<file path="config.mk">
export PLATFORM = sky130hd
export DESIGN_NAME = ping_pong_adc_capture_sequencer_unit_flat
export DESIGN_NICKNAME = d
export VERILOG_FILES = /design/src/hdl/ppadc_pkg.sv /design/src/hdl/ppadc_item_if.sv /design/src/hdl/ppadc_result_if.sv /design/src/hdl/ping_pong_adc_capture_sequencer_unit.sv /design/src/hdl/ppadc_step.sv /design/src/flat_wrapper.sv
export VERILOG_INCLUDE_DIRS = /design/src /design/src/hdl
export SDC_FILE = /design/constraint.sdc
export NUM_CORES = 1
export LEC_CHECK = 0
export ABC_AREA = 1
export BUFFER_PORTS_ARGS = -buffer_cell sky130_fd_sc_hd__buf_2
export CELL_PAD_IN_SITES_DETAIL_PLACEMENT = 0
export CELL_PAD_IN_SITES_GLOBAL_PLACEMENT = 1
export CORE_MARGIN = 2
export CORE_UTILIZATION = 39
export DETAILED_ROUTE_END_ITERATION = 16
export HOLD_SLACK_MARGIN = 0.02
export PLACE_DENSITY_LB_ADDON = 0.1
export SKIP_LAST_GASP = 1
export SLEW_MARGIN = 20
export SYNTH_ARGS = -nofsm -noshare
export SYNTH_HDL_FRONTEND = slang
export SYNTH_HIERARCHICAL = 1
export SYNTH_SLANG_ARGS = --single-unit
</file>
<file path="constraint.sdc">
create_clock -name clk -period 4 [get_ports clk]
set_input_delay 0.4 -clock clk [delete_from_list [all_inputs] [get_ports clk]]
set_output_delay 0.4 -clock clk [all_outputs]
set_load 0.05 [all_outputs]
</file>
<file path="src/hdl/ping_pong_adc_capture_sequencer_unit_macros.svh">
// assertion macros for the ping-pong adc capture sequencer
`ifndef PING_PONG_ADC_CAPTURE_SEQUENCER_UNIT_MACROS_SVH
`define PING_PONG_ADC_CAPTURE_SEQUENCER_UNIT_MACROS_SVH

// same-cycle implication, clocked on clk, off during reset
`define PPADC_ASSERT_NOW(label, ante, cons, msg) \
	label: assert property (@(posedge clk) disable iff (!arst_n) (ante) |-> (cons)) \
		else $error(msg);

// next-cycle implication, clocked on clk, off during reset
`define PPADC_ASSERT_NEXT(label, ante, cons, msg) \
	label: assert property (@(posedge clk) disable iff (!arst_n) (ante) |=> (cons)) \
		else $error(msg);

`endif

</file>
<file path="src/hdl/ppadc_pkg.sv">
// types and constants shared by the adc capture sequencer files
`default_nettype none
package ppadc_pkg;

	localparam int unsigned BANK_BYTES_DEF = 512;

	localparam int unsigned SAMPLE_W = 16;
	localparam int unsigned WIDX_W   = 9;
	localparam int unsigned SLEN_W   = 10;

	localparam logic [SAMPLE_W-1:0] HI_BYTE_MASK = 16'hFF00;
	localparam logic [SAMPLE_W-1:0] LO_BYTE_MASK = 16'h00FF;

	typedef enum logic [2:0] {
		PH_INIT   = 3'd0,
		PH_START  = 3'd1,
		PH_FILL_A = 3'd2,
		PH_FILL_B = 3'd3,
		PH_SEND_A = 3'd4,
		PH_SEND_B = 3'd5,
		PH_WAIT   = 3'd6,
		PH_FATAL  = 3'd7
	} phase_t;

	typedef struct packed {
		logic                run_enable;
		logic                init_ok;
		logic                adc_busy;
		logic                sample_valid;
		logic [SAMPLE_W-1:0] sample;
		logic                dma_done;
	} item_t;

	typedef struct packed {
		phase_t              phase;
		logic                convert_strobe;
		logic                write_enable;
		logic                write_bank;
		logic [WIDX_W-1:0]   write_index;
		logic [SAMPLE_W-1:0] write_word;
		logic                send_request;
		logic                send_bank;
		logic [SLEN_W-1:0]   send_length;
		logic                fatal;
	} result_t;

endpackage
`default_nettype wire

</file>
<file path="src/hdl/ppadc_item_if.sv">
// input channel of the adc capture sequencer
`default_nettype none
interface ppadc_item_if;
	import ppadc_pkg::*;

	logic                valid;
	logic                ready;
	logic                run_enable;
	logic                init_ok;
	logic                adc_busy;
	logic                sample_valid;
	logic [SAMPLE_W-1:0] sample;
	logic                dma_done;

	modport source (
		output valid, run_enable, init_ok, adc_busy, sample_valid, sample, dma_done,
		input  ready
	);
	modport sink (
		input  valid, run_enable, init_ok, adc_busy, sample_valid, sample, dma_done,
		output ready
	);
endinterface
`default_nettype wire

</file>
<file path="src/hdl/ppadc_result_if.sv">
// result channel of the adc capture sequencer
`default_nettype none
interface ppadc_result_if;
	import ppadc_pkg::*;

	logic                valid;
	logic                ready;
	logic [2:0]          phase;
	logic                convert_strobe;
	logic                write_enable;
	logic                write_bank;
	logic [WIDX_W-1:0]   write_index;
	logic [SAMPLE_W-1:0] write_word;
	logic                send_request;
	logic                send_bank;
	logic [SLEN_W-1:0]   send_length;
	logic                fatal;

	modport source (
		output valid, phase, convert_strobe, write_enable, write_bank, write_index,
		       write_word, send_request, send_bank, send_length, fatal,
		input  ready
	);
	modport sink (
		input  valid, phase, convert_strobe, write_enable, write_bank, write_index,
		       write_word, send_request, send_bank, send_length, fatal,
		output ready
	);
endinterface
`default_nettype wire

</file>
<file path="src/hdl/ping_pong_adc_capture_sequencer_unit.sv">
// top level of the ping-pong adc capture sequencer
//
// item channel: one beat per sequencer tick, carrying run enable, init result,
// converter busy, sample valid, the 16-bit sample and the transfer-done flag
// result channel: one beat per item beat, in order, with the phase after the
// tick, the convert strobe, the bank write (bank, byte index, word) and the
// send request (bank, byte length) plus the sticky fatal flag
// path: an item taken sits in the input stage, the transition logic runs
// against the sequencer state and the result register loads from it, and
// the result beat is offered from the result register
// throughput: one item per cycle sustained while the result channel does not
// stall; the only loop is the state register fed by one compare and one small add of the fill index
// a stalled result channel holds the result register; the input stage still
// takes one more beat, then item ready drops until the result is taken
// reset: phase init, bank a, both fill indices zero, first-send flag clear,
// both stages empty; fatal stays latched until the next reset
`default_nettype none
`include "ping_pong_adc_capture_sequencer_unit_macros.svh"
module ping_pong_adc_capture_sequencer_unit #(
	parameter int unsigned BANK_BYTES = ppadc_pkg::BANK_BYTES_DEF
) (
	input  wire logic       clk,
	input  wire logic       arst_n,
	ppadc_item_if.sink      item,
	ppadc_result_if.source  result
);
	import ppadc_pkg::*;

	// input stage
	logic    valid_s1;
	item_t   item_s1;
	// result stage
	logic    valid_s2;
	result_t res_s2;
	// next result from the transition logic
	result_t res_c;
	logic    advance;

	// move the input stage on when the result register is free or drains now
	assign advance    = valid_s1 && (!valid_s2 || result.ready);
	assign item.ready = !valid_s1 || advance;

	always_ff @(posedge clk or negedge arst_n) begin
		if (!arst_n) begin
			valid_s1 <= 1'b0;
		end else if (item.ready) begin
			valid_s1 <= item.valid;
		end
	end

	always_ff @(posedge clk) begin
		if (item.ready && item.valid) begin
			item_s1.run_enable   <= item.run_enable;
			item_s1.init_ok      <= item.init_ok;
			item_s1.adc_busy     <= item.adc_busy;
			item_s1.sample_valid <= item.sample_valid;
			item_s1.sample       <= item.sample;
			item_s1.dma_done     <= item.dma_done;
		end
	end

	// state registers and transition, updated once per tick that moves on
	ppadc_step #(
		.BANK_BYTES(BANK_BYTES)
	) u_step (
		.clk    (clk),
		.arst_n (arst_n),
		.fire   (advance),
		.item   (item_s1),
		.res    (res_c)
	);

	always_ff @(posedge clk or negedge arst_n) begin
		if (!arst_n) begin
			valid_s2 <= 1'b0;
		end else if (advance) begin
			valid_s2 <= 1'b1;
		end else if (result.ready) begin
			valid_s2 <= 1'b0;
		end
	end

	always_ff @(posedge clk) begin
		if (advance) begin
			res_s2 <= res_c;
		end
	end

	assign result.valid          = valid_s2;
	assign result.phase          = res_s2.phase;
	assign result.convert_strobe = res_s2.convert_strobe;
	assign result.write_enable   = res_s2.write_enable;
	assign result.write_bank     = res_s2.write_bank;
	assign result.write_index    = res_s2.write_index;
	assign result.write_word     = res_s2.write_word;
	assign result.send_request   = res_s2.send_request;
	assign result.send_bank      = res_s2.send_bank;
	assign result.send_length    = res_s2.send_length;
	assign result.fatal          = res_s2.fatal;

	// checks
	`PPADC_ASSERT_NEXT(a_fatal_sticky, valid_s2 && res_s2.fatal, !valid_s2 || res_s2.fatal, "fatal phase left without reset")
	`PPADC_ASSERT_NOW(a_stall_only_on_full, !item.ready, valid_s1 && valid_s2 && !result.ready, "input stalled while a stage is free")
	`PPADC_ASSERT_NOW(a_write_then_start, valid_s2 && (res_s2.write_enable || res_s2.send_request), res_s2.phase == PH_START, "bank write or send not followed by start phase")
	`PPADC_ASSERT_NOW(a_strobe_phase, valid_s2 && res_s2.convert_strobe, res_s2.phase == PH_START || res_s2.phase == PH_WAIT, "convert strobe outside conversion")
endmodule
`default_nettype wire

</file>
<file path="src/hdl/ppadc_step.sv">
// sequencer state and the per-tick transition logic
`default_nettype none
module ppadc_step #(
	parameter int unsigned BANK_BYTES = ppadc_pkg::BANK_BYTES_DEF
) (
	input  wire logic              clk,
	input  wire logic              arst_n,
	input  wire logic              fire,
	input  wire ppadc_pkg::item_t  item,
	output ppadc_pkg::result_t     res
);
	import ppadc_pkg::*;

	localparam int unsigned IDX_W = $clog2(BANK_BYTES + 1);
	localparam logic [IDX_W-1:0] FULL_MARK = IDX_W'(BANK_BYTES - 1);
	localparam logic [IDX_W-1:0] IDX_STEP  = IDX_W'(2);

	phase_t           phase_q, phase_nxt;
	logic             bank_q, bank_nxt;
	logic [IDX_W-1:0] fill_a_q, fill_a_nxt;
	logic [IDX_W-1:0] fill_b_q, fill_b_nxt;
	logic             first_q, first_nxt;
	logic             cur_b;
	logic [IDX_W-1:0] cur_idx;

	assign cur_b   = (phase_q == PH_FILL_B);
	assign cur_idx = cur_b ? fill_b_q : fill_a_q;

	always_comb begin
		phase_nxt  = phase_q;
		bank_nxt   = bank_q;
		fill_a_nxt = fill_a_q;
		fill_b_nxt = fill_b_q;
		first_nxt  = first_q;
		res        = '0;
		if (item.run_enable) begin
			unique case (phase_q)
				PH_INIT: begin
					if (item.init_ok) begin
						first_nxt = 1'b1;
						phase_nxt = PH_START;
					end else begin
						phase_nxt = PH_FATAL;
					end
				end
				PH_START: begin
					res.convert_strobe = 1'b1;
					if (item.adc_busy) begin
						phase_nxt = PH_WAIT;
					end
				end
				PH_WAIT: begin
					if (!item.adc_busy) begin
						phase_nxt = bank_q ? PH_FILL_B : PH_FILL_A;
					end
				end
				PH_FILL_A, PH_FILL_B: begin
					if (cur_idx < FULL_MARK) begin
						if (item.sample_valid) begin
							res.write_enable = 1'b1;
							res.write_bank   = cur_b;
							res.write_index  = WIDX_W'(cur_idx);
							res.write_word   = (item.sample & HI_BYTE_MASK)
							                 | (item.sample & LO_BYTE_MASK);
							if (cur_b) begin
								fill_b_nxt = cur_idx + IDX_STEP;
							end else begin
								fill_a_nxt = cur_idx + IDX_STEP;
							end
							phase_nxt = PH_START;
						end else begin
							phase_nxt = PH_FATAL;
						end
					end else begin
						phase_nxt = cur_b ? PH_SEND_B : PH_SEND_A;
					end
				end
				PH_SEND_A: begin
					if (item.dma_done || first_q) begin
						first_nxt         = 1'b0;
						res.send_request  = 1'b1;
						res.send_bank     = 1'b0;
						res.send_length   = SLEN_W'(fill_a_q);
						fill_a_nxt        = '0;
						bank_nxt          = 1'b1;
						phase_nxt         = PH_START;
					end else begin
						phase_nxt = PH_FATAL;
					end
				end
				PH_SEND_B: begin
					if (item.dma_done) begin
						res.send_request  = 1'b1;
						res.send_bank     = 1'b1;
						res.send_length   = SLEN_W'(fill_b_q);
						fill_b_nxt        = '0;
						bank_nxt          = 1'b0;
						phase_nxt         = PH_START;
					end else begin
						phase_nxt = PH_FATAL;
					end
				end
				PH_FATAL: begin
					phase_nxt = PH_FATAL;
				end
			endcase
		end
		res.phase = phase_nxt;
		res.fatal = (phase_nxt == PH_FATAL);
	end

	always_ff @(posedge clk or negedge arst_n) begin
		if (!arst_n) begin
			phase_q  <= PH_INIT;
			bank_q   <= 1'b0;
			fill_a_q <= '0;
			fill_b_q <= '0;
			first_q  <= 1'b0;
		end else if (fire) begin
			phase_q  <= phase_nxt;
			bank_q   <= bank_nxt;
			fill_a_q <= fill_a_nxt;
			fill_b_q <= fill_b_nxt;
			first_q  <= first_nxt;
		end
	end
endmodule
`default_nettype wire
</file>
<file path="src/flat_wrapper.sv">
// flat-port wrapper written by rule: the top's interface ports become plain ports
module ping_pong_adc_capture_sequencer_unit_flat import ppadc_pkg::*;
#(
	parameter int unsigned BANK_BYTES = ppadc_pkg::BANK_BYTES_DEF
)
  (clk, arst_n, item_valid, item_run_enable, item_init_ok, item_adc_busy, item_sample_valid, item_sample, item_dma_done, item_ready, result_valid, result_phase, result_convert_strobe, result_write_enable, result_write_bank, result_write_index, result_write_word, result_send_request, result_send_bank, result_send_length, result_fatal, result_ready);
  ppadc_item_if item_i ();
  ppadc_result_if result_i ();
  input  wire logic clk;
  input  wire logic arst_n;
  input wire logic [$bits(item_i.valid)-1:0] item_valid;
  input wire logic [$bits(item_i.run_enable)-1:0] item_run_enable;
  input wire logic [$bits(item_i.init_ok)-1:0] item_init_ok;
  input wire logic [$bits(item_i.adc_busy)-1:0] item_adc_busy;
  input wire logic [$bits(item_i.sample_valid)-1:0] item_sample_valid;
  input wire logic [$bits(item_i.sample)-1:0] item_sample;
  input wire logic [$bits(item_i.dma_done)-1:0] item_dma_done;
  output wire logic [$bits(item_i.ready)-1:0] item_ready;
  output wire logic [$bits(result_i.valid)-1:0] result_valid;
  output wire logic [$bits(result_i.phase)-1:0] result_phase;
  output wire logic [$bits(result_i.convert_strobe)-1:0] result_convert_strobe;
  output wire logic [$bits(result_i.write_enable)-1:0] result_write_enable;
  output wire logic [$bits(result_i.write_bank)-1:0] result_write_bank;
  output wire logic [$bits(result_i.write_index)-1:0] result_write_index;
  output wire logic [$bits(result_i.write_word)-1:0] result_write_word;
  output wire logic [$bits(result_i.send_request)-1:0] result_send_request;
  output wire logic [$bits(result_i.send_bank)-1:0] result_send_bank;
  output wire logic [$bits(result_i.send_length)-1:0] result_send_length;
  output wire logic [$bits(result_i.fatal)-1:0] result_fatal;
  input wire logic [$bits(result_i.ready)-1:0] result_ready;
  assign item_i.valid = item_valid;
  assign item_i.run_enable = item_run_enable;
  assign item_i.init_ok = item_init_ok;
  assign item_i.adc_busy = item_adc_busy;
  assign item_i.sample_valid = item_sample_valid;
  assign item_i.sample = item_sample;
  assign item_i.dma_done = item_dma_done;
  assign item_ready = item_i.ready;
  assign result_valid = result_i.valid;
  assign result_phase = result_i.phase;
  assign result_convert_strobe = result_i.convert_strobe;
  assign result_write_enable = result_i.write_enable;
  assign result_write_bank = result_i.write_bank;
  assign result_write_index = result_i.write_index;
  assign result_write_word = result_i.write_word;
  assign result_send_request = result_i.send_request;
  assign result_send_bank = result_i.send_bank;
  assign result_send_length = result_i.send_length;
  assign result_fatal = result_i.fatal;
  assign result_i.ready = result_ready;
  ping_pong_adc_capture_sequencer_unit #(.BANK_BYTES(BANK_BYTES)) u_core (.clk(clk), .arst_n(arst_n), .item(item_i), .result(result_i));
endmodule
</file>
==> flow_metrics.py <==
metrics = {
    "clocking": {
        "numCtsBuffers": 9,
        "cts_root_buffer": "clkbuf_8",
        "clockBufferDepth": 2,
        "path_clk_slew_ps": 100,
        "clkLatencyLatePin_ps": 370,
        "ctsHoldBuffers": 0,
        "cts_resized": 0,
        "cts_sinks": 92,
        "h-tree-depth": 3,
        "post_cts_buffers": 0,
        "cts_tree": "built",
    },
    "power": {
        "cellPowerDensity_nw_per_um2": 552,
        "power.leakage_nw": 2.07,
        "max-vdd-ir-drop_mv": 0.221,
    },
    "grt": {
        "met1_usage_pct": 24.0,
        "grtUsageTotal_pct": 17.3,
        "grt_use_met3_pct": 3.25,
        "grt_max_degree": 48,
        "grt-ovfl-total": 0,
        "grt_pass1_vias": 2809,
        "use_met2_pct": 26.6,
        "busiest_layer": "met2",
        "grt_antenna_before_repair": 0,
        "grt_pass1_wl_um": 14700,
    },
    "worst_setup_path": {
        "critPathCaptureType": "register",
        "required_ps": 4190,
        "cp.arrival_ps": 3020,
        "path_max_fanout": 27,
        "reg2reg_depth": 10,
        "rrSetupSlack_ps": 1170,
        "critPathKind": "reg -> reg",
        "critPathLaunchType": "register",
        "reg2reg_to": "u_core/result.write_index[8]$_DFFE_PP_",
        "critical_path.startpoint": "u_core/u_step/phase_q[0]$_DFFE_PN0P_",
        "crit_path_end": "u_core/result.write_index[8]$_DFFE_PP_",
        "r2r_start": "u_core/u_step/phase_q[0]$_DFFE_PN0P_",
    },
    "synth": {
        "ys_seq_area_share_pct": 64.8,
        "synth_cell_type_count": 36,
        "avgSynthCellArea_um2": 10.4,
        "synthTopCellsByCount": "nand2_1, edfxtp_1, nor2_1, inv_1, dfrtp_1",
        "synth_top_area_share_pct": 48.1,
        "ys_ff_latch": 92,
        "yosysWarnings": 6,
        "async_flop_share_pct": 29.3,
        "synth.area.top_cells": "edfxtp_1, dfrtp_1, nand2_1",
        "synth_enable_flop_cells": 65,
        "yosysTopAreaCell": "edfxtp_1",
        "yosysMostFrequentCell": "nand2_1",
        "synthCells": 390,
        "synth_area_um2": 4060,
        "synth_flop_cell": "edfxtp_1",
        "synth_nets": 416,
    },
    "sta": {
        "max_freq_mhz": 354,
        "timing.final.crit_share_pct": 70.7,
        "drv_slew": 0,
        "setup_viol": 0,
        "hold_viol_final": 0,
        "period_minus_slack_ps": 2830,
        "maxSlewHeadroom_pct": 35.1,
        "rsz0062_at_grt": "false",
        "worstMarginPinSlew_ps": 971,
        "fin_skew_ps": 13.1,
        "fin_hold_ws_ps": 45.5,
        "fin_setup_tns_ps": 0,
    },
    "place": {
        "numPortBuffers": 70,
        "gp_congestion": 0.807,
        "dp_hpwl_um": 5850,
    },
    "floorplan": {
        "die_height_um": 106,
        "core.rowCount": 37,
        "design.core.area_um2": 10200,
        "initial_core_util_pct": 39.6,
        "die_w_um": 106,
        "die_area_um2": 11200,
        "io_pins": 71,
    },
    "final_layout": {
        "final_util_pct": 46.2,
        "fin_nets": 488,
        "drive_gt1_share_pct": 23.6,
        "syn_to_final_growth_pct": 16.6,
        "antenna_cells": 0,
    },
    "routing": {
        "wl_per_cell_um": 14.8,
        "ant_nets": 0,
        "drtIter0Drc": 167,
        "drc": 0,
        "viasPerCell": 4.76,
        "dr.pass1.iters": 5,
        "via_count": 2872,
        "wl_um": 8920,
    },
    "run_status": {
        "status": "finished clean",
    },
    "job": {
        "drv_cap": 0,
    },
    "worst_hold_path": {
        "hp-class": "in -> async",
    },
}
## metrics by stage
stage	cell area (um2)	instances	setup WS (ps)	total power, mW
3_3_place_gp	4520	587	1300	1.97
5_1_grt	4730	603	897	2.77
6_report	4730	603	1170	2.61
3_5_place_dp	4520	587	1190	1.98
4_1_cts	4730	603	1160	2.64
2_1_floorplan	4060	390	679	1.82
## critical path: stages, from the launching register on
cell and delay [ps]:
dfrtp_1 680, nand3_4 300, nand2_1 160, nand2_1 100
nand3_1 160, nor2_1 90, nand2_1 110, nand2_2 90
nor2_1 130, nand3_2 500, nor2_1 320
## logic make-up (layout without fill, tap and decap cells)
family / count (synthesis) / count (layout) / share of synthesized area [%]
XOR/XNOR: 5 / 5 / 1.08
flip-flops: 92 / 92 / 64.8
AO/OA/AOI/OAI: 50 / 50 / 8.27
buffers and inverters: 69 / 146 / 7.41
adder cells (fa/ha/maj): 1 / 1 / 0.308
multiplexers: 1 / 1 / 0.339
AND/OR/NAND/NOR: 172 / 172 / 17.8
## cells in the final DEF (no fill, tap or decap), drive strengths merged, types with 3 or more instances in the layout
| master | Yosys | layout |
|---|---|---|
| clkbuf | 2 | 9 |
| nor2 | 61 | 61 |
| o21ai | 26 | 26 |
| nand2 | 94 | 94 |
| buf | 9 | 72 |
| dfrtp | 27 | 27 |
| nand3 | 11 | 11 |
| inv | 57 | 61 |
| nand4 | 4 | 4 |
| edfxtp | 65 | 65 |
| a21oi | 6 | 6 |
| xor2 | 3 | 3 |
| a22oi | 10 | 10 |
## worst min path at each step
stage / slack (ps) / endpoint / startpoint
after floorplan: 100 / u_core/result.valid$_DFFE_PN0P_ / arst_n
after global placement: 470 / u_core/u_step/first_q$_DFFE_PN0P_ / u_core/u_step/first_q$_DFFE_PN0P_
after detailed placement: 470 / u_core/u_step/fill_b_q[0]$_DFFE_PN0P_ / arst_n
after CTS: 50 / u_core/u_step/fill_b_q[6]$_DFFE_PN0P_ / arst_n
after global routing: 90 / u_core/u_step/fill_b_q[5]$_DFFE_PN0P_ / arst_n
final: 50 / u_core/u_step/fill_b_q[6]$_DFFE_PN0P_ / arst_n
## registers in the layout, indices dropped and copies added (netlist names), 3 cells and up
| signal | cells |
|---|---|
| u_core/u_step/phase_q | 3 |
| u_core/result.write_index | 9 |
| u_core/result.send_length | 10 |
| u_core/u_step/fill_b_q | 10 |
| u_core/item_s1 | 21 |
| u_core/result.phase | 3 |
| u_core/result.write_word | 16 |
| u_core/u_step/fill_a_q | 10 |
## routing by layer
metal / vias up / share of wire (%)
met2: 79 / 47
met4: 0 / 1.9
met5: - / 0
met1: 1365 / 46
met3: 12 / 5.2
li1: 1416 / -
## power by group
group	leakage [nW]	internal [mW]	switching [mW]
clock network	0.102	0.300	0.357
logic	0.979	0.175	0.532
registers	0.992	1.15	0.0983
total	2.07	1.62	0.987
## cell type report
class	count	area (um2)
inverter	58	220
clock buffer	9	124
tap	136	170
multi-input combinational	229	1140
clock inverter	7	81.3
fill	995	5500
timing repair buffer	72	365
sequential	92	2630
Power figures use the tool's default switching activity.
